`src/hw/rtl/fcfl_pkg.sv`:
```
// Shared types, codes and helpers for the fixed chunk free list.
`default_nettype none
package fcfl_pkg;

    localparam int MAX_CHUNKS = 256;
    localparam int IDX_W      = $clog2(MAX_CHUNKS);
    localparam int LINK_W     = IDX_W + 1;
    localparam int CNT_W      = 9;
    localparam logic [LINK_W-1:0] END_MARK = LINK_W'(MAX_CHUNKS);

    localparam logic [1:0] OP_ALLOC    = 2'd0;
    localparam logic [1:0] OP_FREE     = 2'd1;
    localparam logic [1:0] OP_FREE_ALL = 2'd2;

    localparam logic [1:0] ST_OK    = 2'd0;
    localparam logic [1:0] ST_EMPTY = 2'd1;
    localparam logic [1:0] ST_RANGE = 2'd2;

    typedef enum logic [2:0] {
        CMD_ALLOC,
        CMD_FREE,
        CMD_RANGE,
        CMD_REBUILD,
        CMD_NOP
    } t_cmd;

    typedef struct packed {
        t_cmd             cmd;
        logic [IDX_W-1:0] idx;
    } t_qword;

    typedef struct packed {
        logic   valid;
        t_qword word;
    } t_qhead;

    typedef struct packed {
        logic reading;
        logic head_empty;
    } t_back_stat;

    typedef enum logic [1:0] {
        BK_IDLE = 2'b01,
        BK_READ = 2'b10
    } t_back_state;

    // Head of a freshly built list for a given chunk count.
    function automatic logic [LINK_W-1:0] full_head(input logic [CNT_W-1:0] count);
        logic [LINK_W-1:0] head;
        if (count == '0) begin
            head = END_MARK;
        end else if (count >= CNT_W'(MAX_CHUNKS)) begin
            head = LINK_W'(MAX_CHUNKS - 1);
        end else begin
            head = LINK_W'(count - CNT_W'(1));
        end
        return head;
    endfunction

endpackage
`default_nettype wire

```
`src/hw/rtl/fixed_chunk_free_list.sv`:
```
// Top level of the fixed chunk free list allocator.
// Each word is queued by the front end and issued when the back end is idle; free,
// free-all and rejected words register a result at issue, allocate after its link read.
// An allocate holds the back end in BK_READ for that read; other words leave it idle.
// Reset and a pool size write rebuild the full list at once with per-entry valid bits.
// Results show for one cycle with o_done; the receiver cannot stall them.
`default_nettype none
module fixed_chunk_free_list (
    input  wire logic                         i_clk,
    input  wire logic                         i_rst_n,
    input  wire logic                         i_start,
    output logic                              o_busy,
    input  wire logic [1:0]                   i_opcode,
    input  wire logic [fcfl_pkg::IDX_W-1:0]   i_free_index,
    input  wire logic                         i_cfg_wr_en,
    input  wire logic [fcfl_pkg::CNT_W-1:0]   i_cfg_wr_word,
    output logic                              o_done,
    output logic [fcfl_pkg::IDX_W-1:0]        o_granted_index,
    output logic [1:0]                        o_status
);

    fcfl_pkg::t_qhead                 qhead;
    fcfl_pkg::t_back_stat             stat;
    logic [fcfl_pkg::CNT_W-1:0]       pool_size;
    logic                             pop;

    fcfl_front u_front (
        .i_clk         (i_clk),
        .i_rst_n       (i_rst_n),
        .i_start       (i_start),
        .i_opcode      (i_opcode),
        .i_free_index  (i_free_index),
        .i_cfg_wr_en   (i_cfg_wr_en),
        .i_cfg_wr_word (i_cfg_wr_word),
        .i_pop         (pop),
        .o_qhead       (qhead),
        .o_pool_size   (pool_size),
        .o_busy        (o_busy)
    );

    fcfl_back u_back (
        .i_clk           (i_clk),
        .i_rst_n         (i_rst_n),
        .i_qhead         (qhead),
        .i_pool_size     (i_cfg_wr_en ? i_cfg_wr_word : pool_size),
        .i_rebuild       (i_cfg_wr_en),
        .o_pop           (pop),
        .o_stat          (stat),
        .o_done          (o_done),
        .o_granted_index (o_granted_index),
        .o_status        (o_status)
    );

    a_busy_after_accept: assert property (@(posedge i_clk) disable iff (!i_rst_n)
        $rose(o_busy) |-> $past(i_start))
        else $error("busy rose without an accepted word");

    a_empty_matches_head: assert property (@(posedge i_clk) disable iff (!i_rst_n)
        (o_done && (o_status == fcfl_pkg::ST_EMPTY)) |-> $past(stat.head_empty))
        else $error("empty status while the list held a chunk");

    a_no_result_while_reading: assert property (@(posedge i_clk) disable iff (!i_rst_n)
        stat.reading |-> !o_done)
        else $error("result shown during a link read");

    a_reject_grants_zero: assert property (@(posedge i_clk) disable iff (!i_rst_n)
        (o_done && (o_status != fcfl_pkg::ST_OK)) |-> (o_granted_index == '0))
        else $error("rejected word carried a chunk index");

endmodule
`default_nettype wire

```
`src/hw/rtl/fcfl_front.sv`:
```
// Front end: chunk count register, command classification and a two-word queue.
`default_nettype none
module fcfl_front (
    input  wire logic                         i_clk,
    input  wire logic                         i_rst_n,
    input  wire logic                         i_start,
    input  wire logic [1:0]                   i_opcode,
    input  wire logic [fcfl_pkg::IDX_W-1:0]   i_free_index,
    input  wire logic                         i_cfg_wr_en,
    input  wire logic [fcfl_pkg::CNT_W-1:0]   i_cfg_wr_word,
    input  wire logic                         i_pop,
    output fcfl_pkg::t_qhead                  o_qhead,
    output logic [fcfl_pkg::CNT_W-1:0]        o_pool_size,
    output logic                              o_busy
);

    logic [fcfl_pkg::CNT_W-1:0] r_pool_size;
    fcfl_pkg::t_qword           r_q [2];
    logic                       r_wr_ptr;
    logic                       r_rd_ptr;
    logic [1:0]                 r_cnt;
    logic [1:0]                 n_cnt;
    fcfl_pkg::t_qword           class_word;
    logic                       push;
    logic                       pop;
    logic                       in_range;

    assign push = i_start && !o_busy;
    assign pop  = i_pop && (r_cnt != 2'd0);

    assign in_range = (r_pool_size >= fcfl_pkg::CNT_W'(fcfl_pkg::MAX_CHUNKS))
        || (fcfl_pkg::CNT_W'(i_free_index) < r_pool_size);

    always_comb begin
        class_word.idx = i_free_index;
        unique case (i_opcode)
            fcfl_pkg::OP_ALLOC:    class_word.cmd = fcfl_pkg::CMD_ALLOC;
            fcfl_pkg::OP_FREE:     class_word.cmd = in_range ? fcfl_pkg::CMD_FREE
                                                             : fcfl_pkg::CMD_RANGE;
            fcfl_pkg::OP_FREE_ALL: class_word.cmd = fcfl_pkg::CMD_REBUILD;
            default:               class_word.cmd = fcfl_pkg::CMD_NOP;
        endcase
    end

    always_comb begin
        unique case ({push, pop})
            2'b10:   n_cnt = r_cnt + 2'd1;
            2'b01:   n_cnt = r_cnt - 2'd1;
            default: n_cnt = r_cnt;
        endcase
    end

    always_ff @(posedge i_clk) begin
        if (!i_rst_n) begin
            r_pool_size <= fcfl_pkg::CNT_W'(fcfl_pkg::MAX_CHUNKS);
            r_wr_ptr    <= 1'b0;
            r_rd_ptr    <= 1'b0;
            r_cnt       <= 2'd0;
        end else begin
            if (i_cfg_wr_en) begin
                r_pool_size <= i_cfg_wr_word;
            end
            if (push) begin
                r_wr_ptr <= !r_wr_ptr;
            end
            if (pop) begin
                r_rd_ptr <= !r_rd_ptr;
            end
            r_cnt <= n_cnt;
        end
    end

    always_ff @(posedge i_clk) begin
        if (push) begin
            r_q[r_wr_ptr] <= class_word;
        end
    end

    assign o_qhead.valid  = (r_cnt != 2'd0);
    assign o_qhead.word   = r_q[r_rd_ptr];
    assign o_pool_size    = r_pool_size;
    assign o_busy         = (r_cnt == 2'd2);

endmodule
`default_nettype wire

```
`src/hw/rtl/fcfl_back.sv`:
```
// Back end: list head, link memory with valid bits, and result register.
`default_nettype none
module fcfl_back (
    input  wire logic                         i_clk,
    input  wire logic                         i_rst_n,
    input  fcfl_pkg::t_qhead                  i_qhead,
    input  wire logic [fcfl_pkg::CNT_W-1:0]   i_pool_size,
    input  wire logic                         i_rebuild,
    output logic                              o_pop,
    output fcfl_pkg::t_back_stat              o_stat,
    output logic                              o_done,
    output logic [fcfl_pkg::IDX_W-1:0]        o_granted_index,
    output logic [1:0]                        o_status
);

    fcfl_pkg::t_back_state              r_state;
    fcfl_pkg::t_back_state              n_state;
    logic [fcfl_pkg::LINK_W-1:0]        r_head;
    logic [fcfl_pkg::LINK_W-1:0]        n_head;
    logic [fcfl_pkg::MAX_CHUNKS-1:0]    r_valid;
    logic [fcfl_pkg::LINK_W-1:0]        r_mem [fcfl_pkg::MAX_CHUNKS];
    logic [fcfl_pkg::LINK_W-1:0]        r_rd_data;
    logic                               r_rd_valid;
    logic                               r_done;
    logic                               n_done;
    logic [fcfl_pkg::IDX_W-1:0]         r_granted;
    logic [fcfl_pkg::IDX_W-1:0]         n_granted;
    logic [1:0]                         r_status;
    logic [1:0]                         n_status;
    logic                               issue;
    logic                               mem_we;
    logic                               clr_valid;
    logic [fcfl_pkg::IDX_W-1:0]         head_idx;
    logic [fcfl_pkg::LINK_W-1:0]        default_link;

    assign issue    = (r_state == fcfl_pkg::BK_IDLE) && i_qhead.valid;
    assign head_idx = r_head[fcfl_pkg::IDX_W-1:0];
    assign default_link = (head_idx == '0) ? fcfl_pkg::END_MARK
                                           : fcfl_pkg::LINK_W'(head_idx - 1'b1);

    always_comb begin
        n_state   = r_state;
        n_head    = r_head;
        n_done    = 1'b0;
        n_granted = '0;
        n_status  = fcfl_pkg::ST_OK;
        mem_we    = 1'b0;
        clr_valid = 1'b0;
        unique case (r_state)
            fcfl_pkg::BK_IDLE: begin
                if (issue) begin
                    unique case (i_qhead.word.cmd)
                        fcfl_pkg::CMD_ALLOC: begin
                            if (r_head[fcfl_pkg::IDX_W]) begin
                                n_done   = 1'b1;
                                n_status = fcfl_pkg::ST_EMPTY;
                            end else begin
                                n_state = fcfl_pkg::BK_READ;
                            end
                        end
                        fcfl_pkg::CMD_FREE: begin
                            mem_we = 1'b1;
                            n_head = fcfl_pkg::LINK_W'(i_qhead.word.idx);
                            n_done = 1'b1;
                        end
                        fcfl_pkg::CMD_RANGE: begin
                            n_done   = 1'b1;
                            n_status = fcfl_pkg::ST_RANGE;
                        end
                        fcfl_pkg::CMD_REBUILD: begin
                            clr_valid = 1'b1;
                            n_head    = fcfl_pkg::full_head(i_pool_size);
                            n_done    = 1'b1;
                        end
                        fcfl_pkg::CMD_NOP: begin
                            n_done = 1'b1;
                        end
                        default: begin
                            n_done = 1'b1;
                        end
                    endcase
                end
            end
            fcfl_pkg::BK_READ: begin
                n_head    = r_rd_valid ? r_rd_data : default_link;
                n_done    = 1'b1;
                n_granted = head_idx;
                n_state   = fcfl_pkg::BK_IDLE;
            end
            default: begin
                n_state = fcfl_pkg::BK_IDLE;
            end
        endcase
    end

    always_ff @(posedge i_clk) begin
        if (!i_rst_n) begin
            r_state <= fcfl_pkg::BK_IDLE;
            r_head  <= fcfl_pkg::full_head(fcfl_pkg::CNT_W'(fcfl_pkg::MAX_CHUNKS));
            r_valid <= '0;
            r_done  <= 1'b0;
        end else if (i_rebuild) begin
            r_state <= fcfl_pkg::BK_IDLE;
            r_head  <= fcfl_pkg::full_head(i_pool_size);
            r_valid <= '0;
            r_done  <= 1'b0;
        end else begin
            r_state <= n_state;
            r_head  <= n_head;
            r_done  <= n_done;
            if (clr_valid) begin
                r_valid <= '0;
            end else if (mem_we) begin
                r_valid[i_qhead.word.idx] <= 1'b1;
            end
        end
    end

    always_ff @(posedge i_clk) begin
        r_granted  <= n_granted;
        r_status   <= n_status;
        r_rd_valid <= r_valid[head_idx];
    end

    always_ff @(posedge i_clk) begin
        if (mem_we) begin
            r_mem[i_qhead.word.idx] <= r_head;
        end
        r_rd_data <= r_mem[head_idx];
    end

    assign o_pop              = issue;
    assign o_stat.reading     = (r_state == fcfl_pkg::BK_READ);
    assign o_stat.head_empty  = r_head[fcfl_pkg::IDX_W];
    assign o_done             = r_done;
    assign o_granted_index    = r_granted;
    assign o_status           = r_status;

endmodule
`default_nettype wire
```
`config.mk`:
```
export PLATFORM = sky130hd
export DESIGN_NAME = fixed_chunk_free_list
export DESIGN_NICKNAME = d
export VERILOG_FILES = /design/src/hw/rtl/fcfl_pkg.sv /design/src/hw/rtl/fixed_chunk_free_list.sv /design/src/hw/rtl/fcfl_front.sv /design/src/hw/rtl/fcfl_back.sv
export SDC_FILE = /design/constraint.sdc
export NUM_CORES = 2
export LEC_CHECK = 0
export BUFFER_PORTS_ARGS = -buffer_cell sky130_fd_sc_hd__buf_2
export CORE_MARGIN = 4
export CORE_UTILIZATION = 30
export CTS_CLUSTER_SIZE = 14
export DETAILED_ROUTE_END_ITERATION = 7
export SLEW_MARGIN = 40
export SYNTH_ARGS = -nofsm -noshare
export SYNTH_HDL_FRONTEND = slang
export SYNTH_HIERARCHICAL = 1
export SYNTH_SLANG_ARGS = --single-unit
export TNS_END_PERCENT = 30
```
`constraint.sdc`:
```
create_clock -name i_clk -period 5.77 [get_ports i_clk]
set_input_delay 1.154 -clock i_clk [delete_from_list [all_inputs] [get_ports i_clk]]
set_output_delay 1.154 -clock i_clk [all_outputs]
set_load 0.005 [all_outputs]
```
==> flow_summary.toml <==
[final_layout]
n_fill_cell = 31589
nets = 5718
drive_gt1_share_pct = 24.63
finalInstanceArea_sq_mm = 0.1185
syn_to_final_growth_pct = 15.55

[drt]
drt-wirelength-per-cell_um = 27.65
num_vias = 55112
drtIter0Drc = 7131
drt_wl_total_um = 288400
first_pass_iters = 6
post-route-drc-count = 0
via_per_inst = 5.283
antenna_left = 0

[clock_tree]
cts_buffer_depth = 4
clock_sinks = 2628
ctsHtreeMaxLevel = 5
cts_tree = "yes"
cts_setup_buffers = 0
root_buffer = "clkbuf_16"
cts_inserted_buffers = 286
cts_hold_buf = 0
clk_pin_slew_ns = 0.06
post_cts_resize_count = 0
insertion_delay_ns = 0.94

[pwr]
power.leakage_nw = 38.63
p_per_area_mw_per_mm2 = 401.2
total_power_w = 0.04753
irDropWorstVdd_v = 0.0002444

[sta]
fmax_mhz = 226.0
hold_viol_final = 0
finClkSkew_ns = 0.05769
slew_headroom_pct = 37.11
layout_min_cycle_time_ns = 4.425
worstMarginPinSlew_ns = 0.9335
fin_crit_sh_pct = 76.69
rsz0062_at_grt = "no"
fin_ws_ns = 1.345
maxSlewViolCount = 0
setup-tns-final_ns = 0
setup_viol = 0

[die]
start_util_pct = 30.15
die-width_um = 592.6
core.rowCount = 214
dieArea_sq_mm = 0.3512
core_sq_mm = 0.3401
ioPinCount = 35
die_y_um = 592.6

[worst_setup_path]
cp.required_ns = 6.41
slowest_delay_ns = 0.75
crit_type = "register to register"
cp_common_cell = "buf_4"
startpoint_type = "register"
cp_slowest_cell = "nor2_1"
cp_cell_sequence = "mux2_2 > nor3b_2 > nand2b_1 > nor3b_1 > buf_4 > nand2_1 > nor2_1 > buf_4"
path_delay_family = "simple AND/OR/NAND/NOR gates"
critPathMaxFanout = 16
rrSetupSlack_ns = 1.34
cp.buffers_inverters = 2
crit_path_end_kind = "register"
cp.arrival_ns = 5.06

[global_routing]
grt_max_degree = 155
grtUsageTotal_pct = 16.06
grt_pass1_wl_um = 410300
grt.busiest_layer = "met2"
grt_pass1_vias = 54214
grt_overflow_total = 0
grt_util_met2_pct = 24.49
antenna_found_initial = 17
met1_usage_pct = 22.59
grtUsageMet3_pct = 3.994

[placed_design]
place_ws_ns = 1.247
io_buffer_count = 34
dp_hpwl_um = 179600
place_area_sq_mm = 0.1091
gp_congestion = 0.8475

[worst_hold_path]
hold_path_class = "register to register"
hp-start = "u_back/r_valid[117]$_SDFFE_PP0P_"

[synthesis]
synth_nets = 5451
syn_area_sq_mm = 0.1025
synth_cells = 5416
avgSynthCellArea_sq_um = 18.93
ys_warn_count = 6

[run]
cap_violations = 0

[status]
status = "finished clean"
layout make-up:
type | count | area, sq um | share of cell area, %
diodes | 4 | 10.01 | 0.008449
clock buffers | 397 | 8053 | 6.797
clock inverters | 100 | 942.2 | 0.7952
inverters | 25 | 107.6 | 0.09082
multi-input cells | 2428 | 25070 | 21.16
flip-flops and latches | 2628 | 75930 | 64.09
well taps | 4536 | 5675 | 4.790
repair buffers | 314 | 2694 | 2.274
worst paths after layout:
| check | endpoint | depth (start not counted) |
|---|---|---|
| max | u_back/r_mem[102][4]$_DFFE_PP_ | 8 |
| min | u_back/r_valid[117]$_SDFFE_PP0P_ | 1 |
| max reg2reg | u_back/r_mem[102][4]$_DFFE_PP_ | 8 |
| min reg2reg | u_back/r_valid[117]$_SDFFE_PP0P_ | 1 |
registers in the layout, indices dropped and copies added, names as in the netlist, 8 cells and up, named ones only:
name / flops
u_front/o_pool_size: 9
u_back/r_mem: 2304
u_front/r_q: 22
u_back/r_rd_data: 9
u_back/o_granted_index: 8
u_back/r_valid: 256
u_back/r_head: 9
layout by cell type (no fill, tap or decap), drive strengths merged, types with 69 or more instances in the layout:
cell type,n
edfxtp,2326
a21oi,86
clkbuf,397
nand2,150
o21a,260
buf,314
dfxtp,302
a221oi,94
a22oi,69
mux4,492
nor2,332
clkinv,76
mux2i,390
nand3,79
o21ai,100
metrics by stage:
step,util (%),cells,hold slack [ns]
2_1_floorplan,-,5416,0.4324
3_3_place_gp,32.01,9925,0.4416
3_5_place_dp,32.09,9928,0.4474
4_1_cts,34.74,10425,0.4434
5_1_grt,34.84,10429,0.4736
6_report,34.84,10432,0.4569
report_power, final:
group | switching (W) | total [W] | internal [W]
Combinational | 0.00553 | 0.00802 | 0.00249
Clock | 0.00720 | 0.0177 | 0.0105
Sequential | 0.000287 | 0.0218 | 0.0216
per-layer routing:
metal	wire [um]	vias up
li1	-	22587
met1	118100	29097
met2	131200	2940
met3	29920	482
met4	9235	6
met5	33	-
worst register-to-register path, cell delays in order, from the launching register on:
cell	delay (ns)
dfxtp_1	0.62
mux2_2	0.44
nor3b_2	0.56
nand2b_1	0.22
nor3b_1	0.53
buf_4	0.30
nand2_1	0.44
nor2_1	0.76
buf_4	0.28
No activity file was read; power rests on OpenSTA's default activity.
